<file path="src/rtl/bdq_pkg.sv">
// Shared types, constants and command codes for the bounded deque with drop.
package bdq_pkg;

  // Ring storage geometry.
  localparam int DEPTH       = 64;
  localparam int ENTRY_WIDTH = 32;
  localparam int IDX_W       = $clog2(DEPTH);
  localparam int CNT_W       = $clog2(DEPTH + 1);

  // Fixed field widths of the ports.
  localparam int KIND_W = 3;
  localparam int CAP_W  = 7;
  localparam int OCC_W  = 7;
  localparam int CMP_W  = (CNT_W > CAP_W) ? CNT_W : CAP_W;

  // Operation codes carried in the kind field.
  localparam logic [KIND_W-1:0] KIND_PUSH_BACK  = 3'd0;
  localparam logic [KIND_W-1:0] KIND_PUSH_FRONT = 3'd1;
  localparam logic [KIND_W-1:0] KIND_TAKE_FRONT = 3'd2;
  localparam logic [KIND_W-1:0] KIND_TAKE_BACK  = 3'd3;
  localparam logic [KIND_W-1:0] KIND_SYNC_ACK   = 3'd4;

  // Capacity after reset.
  localparam logic [CAP_W-1:0] CAP_RESET = CAP_W'(DEPTH);

  // Input item.
  typedef struct packed {
    logic [KIND_W-1:0]      kind;
    logic [ENTRY_WIDTH-1:0] entry_data;
  } cmd_t;

  // Result item.
  typedef struct packed {
    logic                   out_valid;
    logic [ENTRY_WIDTH-1:0] out_data;
    logic                   evicted;
    logic [OCC_W-1:0]       occupancy;
    logic                   dirty;
  } result_t;

  // Commands from the controller to the datapath.
  typedef struct packed {
    logic load;
    logic exec;
  } ctl_t;

endpackage

</file>
<file path="src/rtl/bdq_ctrl.sv">
// Controller state machine: accepts an item, then runs its execute cycle.
module bdq_ctrl (
  input  logic          clk,
  input  logic          rst,
  input  logic          start,
  output logic          busy,
  output logic          done,
  output bdq_pkg::ctl_t ctl
);
  import bdq_pkg::*;

  typedef enum logic [1:0] {
    ST_IDLE = 2'b01,
    ST_EXEC = 2'b10
  } state_t;

  state_t state;
  state_t state_next;

  // Next-state logic.
  always_comb begin
    state_next = state;
    unique case (state)
      ST_IDLE: begin
        if (start) state_next = ST_EXEC;
      end
      ST_EXEC: begin
        state_next = ST_IDLE;
      end
      default: begin
        state_next = ST_IDLE;
      end
    endcase
  end

  // State register and result strobe, which follows the execute cycle.
  always_ff @(posedge clk) begin
    if (rst) begin
      state <= ST_IDLE;
      done  <= 1'b0;
    end else begin
      state <= state_next;
      done  <= (state == ST_EXEC);
    end
  end

  // Commands to the datapath.
  assign busy     = (state != ST_IDLE);
  assign ctl.load = start && (state == ST_IDLE);
  assign ctl.exec = (state == ST_EXEC);

endmodule

</file>
<file path="src/rtl/bdq_datapath.sv">
// Datapath: ring memory, end pointers, count, dirty flag and capacity register.
module bdq_datapath (
  input  logic                   clk,
  input  logic                   rst,
  input  bdq_pkg::ctl_t          ctl,
  input  bdq_pkg::cmd_t          cmd,
  input  logic                   cfg_we,
  input  logic [bdq_pkg::CAP_W-1:0] cfg_data,
  output bdq_pkg::result_t       result
);
  import bdq_pkg::*;

  // Ring storage; read data is only used while the deque is occupied.
  logic [ENTRY_WIDTH-1:0] mem [DEPTH];

  logic [IDX_W-1:0]       front;
  logic [CNT_W-1:0]       count;
  logic                   dirty;
  logic [CAP_W-1:0]       capacity;

  logic [KIND_W-1:0]      op_kind;
  logic [ENTRY_WIDTH-1:0] op_data;
  logic [ENTRY_WIDTH-1:0] rd_data;

  logic [IDX_W-1:0]       rd_addr;
  logic [IDX_W-1:0]       back_idx;
  logic [CMP_W-1:0]       eff_cap;
  logic                   full;
  logic                   is_push;
  logic                   is_take;
  logic                   rem;
  logic                   rem_front;
  logic [CNT_W-1:0]       count1;
  logic [IDX_W-1:0]       front1;
  logic [IDX_W-1:0]       front_next;
  logic [CNT_W-1:0]       count_next;
  logic                   dirty_next;
  logic [IDX_W-1:0]       wr_addr;

  // Slot of the back entry for the current pointers.
  assign back_idx = front + count[IDX_W-1:0] - IDX_W'(1);

  // Read address at acceptance: front slot or back slot by kind.
  always_comb begin
    case (cmd.kind)
      KIND_PUSH_FRONT, KIND_TAKE_BACK: rd_addr = back_idx;
      default:                          rd_addr = front;
    endcase
  end

  // Registered read and latch of the accepted item.
  always_ff @(posedge clk) begin
    if (ctl.load) begin
      rd_data <= mem[rd_addr];
      op_kind <= cmd.kind;
      op_data <= cmd.entry_data;
    end
  end

  // Capacity of zero acts as one, and anything above the ring size saturates.
  always_comb begin
    if (capacity == '0) begin
      eff_cap = CMP_W'(1);
    end else if (CMP_W'(capacity) > CMP_W'(DEPTH)) begin
      eff_cap = CMP_W'(DEPTH);
    end else begin
      eff_cap = CMP_W'(capacity);
    end
  end

  assign full      = (CMP_W'(count) >= eff_cap);
  assign is_push   = (op_kind == KIND_PUSH_BACK) || (op_kind == KIND_PUSH_FRONT);
  assign is_take   = (op_kind == KIND_TAKE_FRONT) || (op_kind == KIND_TAKE_BACK);
  assign rem_front = (op_kind == KIND_PUSH_BACK) || (op_kind == KIND_TAKE_FRONT);
  assign rem       = (count != '0) && ((is_push && full) || is_take);

  // Removal step: an eviction or a take drops one entry from one end.
  always_comb begin
    count1 = rem ? (count - CNT_W'(1)) : count;
    if (rem && (count1 == '0)) begin
      front1 = '0;
    end else if (rem && rem_front) begin
      front1 = front + IDX_W'(1);
    end else begin
      front1 = front;
    end
  end

  // Insertion step and the new state.
  always_comb begin
    front_next = front1;
    count_next = count1;
    dirty_next = dirty;
    wr_addr    = front1 + count1[IDX_W-1:0];
    case (op_kind)
      KIND_PUSH_BACK: begin
        count_next = count1 + CNT_W'(1);
        dirty_next = 1'b1;
      end
      KIND_PUSH_FRONT: begin
        front_next = front1 - IDX_W'(1);
        wr_addr    = front1 - IDX_W'(1);
        count_next = count1 + CNT_W'(1);
        dirty_next = 1'b1;
      end
      KIND_TAKE_FRONT, KIND_TAKE_BACK: begin
        if (rem) dirty_next = 1'b1;
      end
      KIND_SYNC_ACK: begin
        dirty_next = 1'b0;
      end
      default: begin
        dirty_next = dirty;
      end
    endcase
  end

  // Memory write for insertions.
  always_ff @(posedge clk) begin
    if (ctl.exec && is_push) begin
      mem[wr_addr] <= op_data;
    end
  end

  // Control state and configuration.
  always_ff @(posedge clk) begin
    if (rst) begin
      front    <= '0;
      count    <= '0;
      dirty    <= 1'b0;
      capacity <= CAP_RESET;
    end else begin
      if (cfg_we) capacity <= cfg_data;
      if (ctl.exec) begin
        front <= front_next;
        count <= count_next;
        dirty <= dirty_next;
      end
    end
  end

  // Result register, shown during the cycle after execution.
  always_ff @(posedge clk) begin
    if (ctl.exec) begin
      result.out_valid <= rem;
      result.out_data  <= rem ? rd_data : '0;
      result.evicted   <= rem && is_push;
      result.occupancy <= OCC_W'(count_next);
      result.dirty     <= dirty_next;
    end
  end

endmodule

</file>
<file path="src/rtl/bounded_deque_with_drop.sv">
// Top level of the bounded deque with drop: controller plus datapath.
//
//   channel   ports                   handshake
//   ------    ---------------------   ------------------------------------------
//   item in   cmd (kind, entry_data)  taken at a clock edge with start high, busy low
//   result    result                  held for one cycle while done is high
//   config    cfg_we, cfg_data        capacity written at an edge with cfg_we high
//
// Each item is handled in order: the ring memory is read at the end it
// touches (registered read port) when the item is taken, then the execute
// state updates pointers and writes. The result appears the cycle after
// that, while busy is already low, so a new item may be started while it is
// shown. Reset clears pointers, count and dirty flag and sets capacity to
// the ring size; the memory is not cleared. The receiver cannot stall results.
module bounded_deque_with_drop (
  input  logic                       clk,
  input  logic                       rst,
  input  logic                       start,
  input  bdq_pkg::cmd_t              cmd,
  output logic                       busy,
  output logic                       done,
  output bdq_pkg::result_t           result,
  input  logic                       cfg_we,
  input  logic [bdq_pkg::CAP_W-1:0]  cfg_data
);
  import bdq_pkg::*;

  ctl_t ctl;

  // Sequencing of each item.
  bdq_ctrl u_ctrl (
    .clk   (clk),
    .rst   (rst),
    .start (start),
    .busy  (busy),
    .done  (done),
    .ctl   (ctl)
  );

  // Storage and update logic.
  bdq_datapath u_datapath (
    .clk      (clk),
    .rst      (rst),
    .ctl      (ctl),
    .cmd      (cmd),
    .cfg_we   (cfg_we),
    .cfg_data (cfg_data),
    .result   (result)
  );

endmodule

</file>
<file path="config.mk">
export PLATFORM = sky130hd
export DESIGN_NAME = bounded_deque_with_drop
export DESIGN_NICKNAME = d
export VERILOG_FILES = /design/src/rtl/bdq_pkg.sv /design/src/rtl/bdq_ctrl.sv /design/src/rtl/bdq_datapath.sv /design/src/rtl/bounded_deque_with_drop.sv
export SDC_FILE = /design/constraint.sdc
export NUM_CORES = 2
export LEC_CHECK = 0
export BUFFER_PORTS_ARGS = -buffer_cell sky130_fd_sc_hd__buf_2
export CORE_AREA = 2 2 496 498
export DETAILED_ROUTE_END_ITERATION = 8
export DIE_AREA = 0 0 498 500
export PLACE_DENSITY = 0.51
export SLEW_MARGIN = 20
export SYNTH_ARGS = -nofsm -noshare
export SYNTH_HDL_FRONTEND = slang
export SYNTH_SLANG_ARGS = --single-unit
</file>
<file path="constraint.sdc">
create_clock -name clk -period 8.42 [get_ports clk]
set_input_delay 2.526 -clock clk [delete_from_list [all_inputs] [get_ports clk]]
set_output_delay 2.526 -clock clk [all_outputs]
set_load 0.02 [all_outputs]
</file>
==> results.cfg <==
[yosys]
syn_inst = 4045
yosysTopAreaCell = edfxtp_1
synth_ff_type = edfxtp_1
avgSynthCellArea_sq_um = 21.0
yosys_warnings = 0
syn-num-nets = 4119
synth_area_leaders = edfxtp_1 76%, mux4_2 14%, nand2_1 1.3%
synth_edf_count = 2157
synthesis.area_sq_um = 84900
synth.most_common_cell = edfxtp_1
synth_seq_cells = 2181
synthTopCellsByCount = 2157 x edfxtp_1, 544 x mux4_2, 288 x nand2_1
synthArstFlopShare = 0
synth_top_area_share = 0.763
yosysUniqueCellTypes = 66
yosysSeqAreaShare = 0.769

[pwr]
p_total_mw = 23.5
switching_share = 0.225
ir_drop_mv = 0.234
p_comb_frac = 0.071
cellPowerDensity_nw_per_um2 = 240
seqPwrFrac = 0.512
p_switching_mw = 5.30
p_int_mw = 18.2
clockPowerShare = 0.417
leakage_nw = 31.0

[critical_path]
crit_type = reg -> reg
arrival_ps = 8200
cp_max_fo = 32
worst_setup_path_start_kind = flip-flop
critical_path_required_ps = 8910
cp-end-kind = flip-flop
rrSetupSlack_ps = 710

[placed_design]
globalplace.congestion = 0.817
dp_hpwl_microns = 130000
portBuffers = 89
placed_cells = 7312

[cells_and_area]
multi_input_area_sq_um = 19100
seq_area_sq_um = 65300
nets = 4395
instances_no_fill = 7731
drive_gt1_frac = 0.273
areaGrowthSynthToFinish_pct = 15.6
utilization = 0.401
fill_cells = 21700

[timing]
period_minus_slack_ps = 7710
rsz0062_at_grt = no
tightest_slew_ps = 1220
tns_ps = 0
fin_skew_ps = 71.2
max_freq_mhz = 130
finalHoldViolations = 0
fin_crit_sh = 0.916
slew_headroom = 0.184
slew_violations = 0
setup_viol = 0

[global_routing]
grt_pass1_vias = 42700
track_usage = 0.179
overflow = 0
grt_pass1_wl_microns = 321000
grt_max_degree = 112
antenna_found_initial = 20

[detailed_routing]
vias = 41900
drt-total-wl_microns = 225000
antenna_left = 0
drt-pass1-iter-count = 6
drt_iter0_markers = 4656
post_drt_wl_per_cell_microns = 29.1
drc = 0
viasPerCell = 5.42

[floorplanning]
start_util = 0.347
die_w_microns = 498
die-area_sq_um = 249000
fp.coreArea_sq_um = 244000
die_h_microns = 500
num_io_pins = 90
rows = 182

[min_path]
hp-class = reg -> reg

[clock_tree]
ctsHtreeMaxLevel = 4
hold_buffers = 0
cts_resized = 0
cts_sinks = 2181
cts_buffers = 226
cts.clk_slew.worst_paths_ps = 60
cts_max_path_buffers = 3
cts_root_buffer = clkbuf_16
cts_tree = built
clk_latency_ps = 880
cts_setup_buffers = 0

[outcome]
outcome = complete, no violations

[job]
maxCapViolCount = 0
-- area by class of cell --
class	count	area share
Multi-Input combinational cell	1585	0.195
Clock buffer	283	0.0607
Timing Repair Buffer	289	0.0232
Inverter	38	0.00148
Sequential cell	2181	0.665
Antenna cell	6	0.000153
Clock inverter	129	0.0135
Tap cell	3220	0.0411
-- placed cells by master (no fill, tap or decap), drive strengths merged, types with 4 or more instances in the layout --
cell and count:
clkinvlp 5, a211oi 134, a31oi 134, and2 130
or2 4, and3 35, ha 26, nor3 50
mux2i 10, o2111ai 7, o211ai 6, o21a 5
edfxtp 2157, nor4 39, buf 289, bufinv 20
o21ai 17, or4 4, nand2 288, inv 42
xor2 6, a21oi 20, nand3 9, nand3b 4
clkbuf 283, a21o 7, or3 4, dfxtp 24
diode 6, clkinv 100, nor2 31, xnor2 23
nand2b 5, mux4 544
-- per-stage QoR --
step | worst slack (ps) | hold WS [ps] | area, sq um
2_1_floorplan | -436 | 437 | 84900
3_3_place_gp | 860 | 444 | 90800
3_5_place_dp | 865 | 452 | 90800
4_1_cts | 873 | 461 | 98100
5_1_grt | 181 | 503 | 98100
6_report | 707 | 459 | 98100
-- power groups by stage --
stage          logic, mW  clock network (mW)  registers, mW
3_3_place_gp        1.69                   0           12.3
3_5_place_dp        1.69                   0           12.3
4_1_cts             1.70                10.0           12.0
6_report            1.67                9.82           12.0
5_1_grt             1.79                10.4           12.0
2_1_floorplan      0.928                   0           12.3
-- critical path, cell delays in order (launching register included) --
cell and delay (ps):
dfxtp_1 310, inv_1 150, nand2_1 90, ha_1 300, a21o_1 160, a211oi_1 570
o21a_1 210, buf_4 210, nor3_1 70, a21oi_1 450, ha_1 240, nor4b_1 640
nand3_1 400, o21ai_0 320, inv_1 170, ha_1 250, inv_1 80, fa_1 210
inv_1 60, a21o_1 170, a21oi_1 180, xor2_1 180, nand2_1 240, o31ai_1 260
o21ai_0 540, nor3_2 240, buf_4 550
-- worst paths after layout --
kind | startpoint | to | cells past startpoint
hold reg to reg | u_datapath.dirty | u_datapath.dirty | 2
hold / removal | u_datapath.dirty | u_datapath.dirty | 2
setup reg to reg | u_datapath.capacity[6] | u_datapath.mem[14][28] | 26
setup / recovery | u_datapath.capacity[6] | u_datapath.mem[14][28] | 26
-- logic make-up after synthesis --
kind of cell | count (synthesis) | share of synthesized area
AO/OA/AOI/OAI | 362 | 0.0296
XOR/XNOR | 29 | 0.00299
adder cells (fa/ha/maj) | 28 | 0.00431
buffers and inverters | 279 | 0.0131
flip-flops | 2181 | 0.769
multiplexers | 554 | 0.146
AND/OR/NAND/NOR | 612 | 0.0354
-- layer usage --
metal	routed length, microns	vias to the layer above	GRT usage
li1	-	17400	-
met1	99800	22900	0.256
met2	108000	1289	0.288
met3	13200	286	0.0297
met4	4520	0	0.0418
met5	0	-	0
-- sequential cells by signal, summed over array words and instances (netlist names) --
signal and flops:
u_ctrl.done 1, u_datapath.dirty 1, u_datapath.rd_data 32, u_datapath.count 7, u_datapath.mem 2048, u_datapath.op_data 32
u_datapath.op_kind 3, u_datapath.front 6, u_datapath.capacity 7, u_datapath.result 42, u_ctrl.state 2
(Power assumes the default switching activity.)
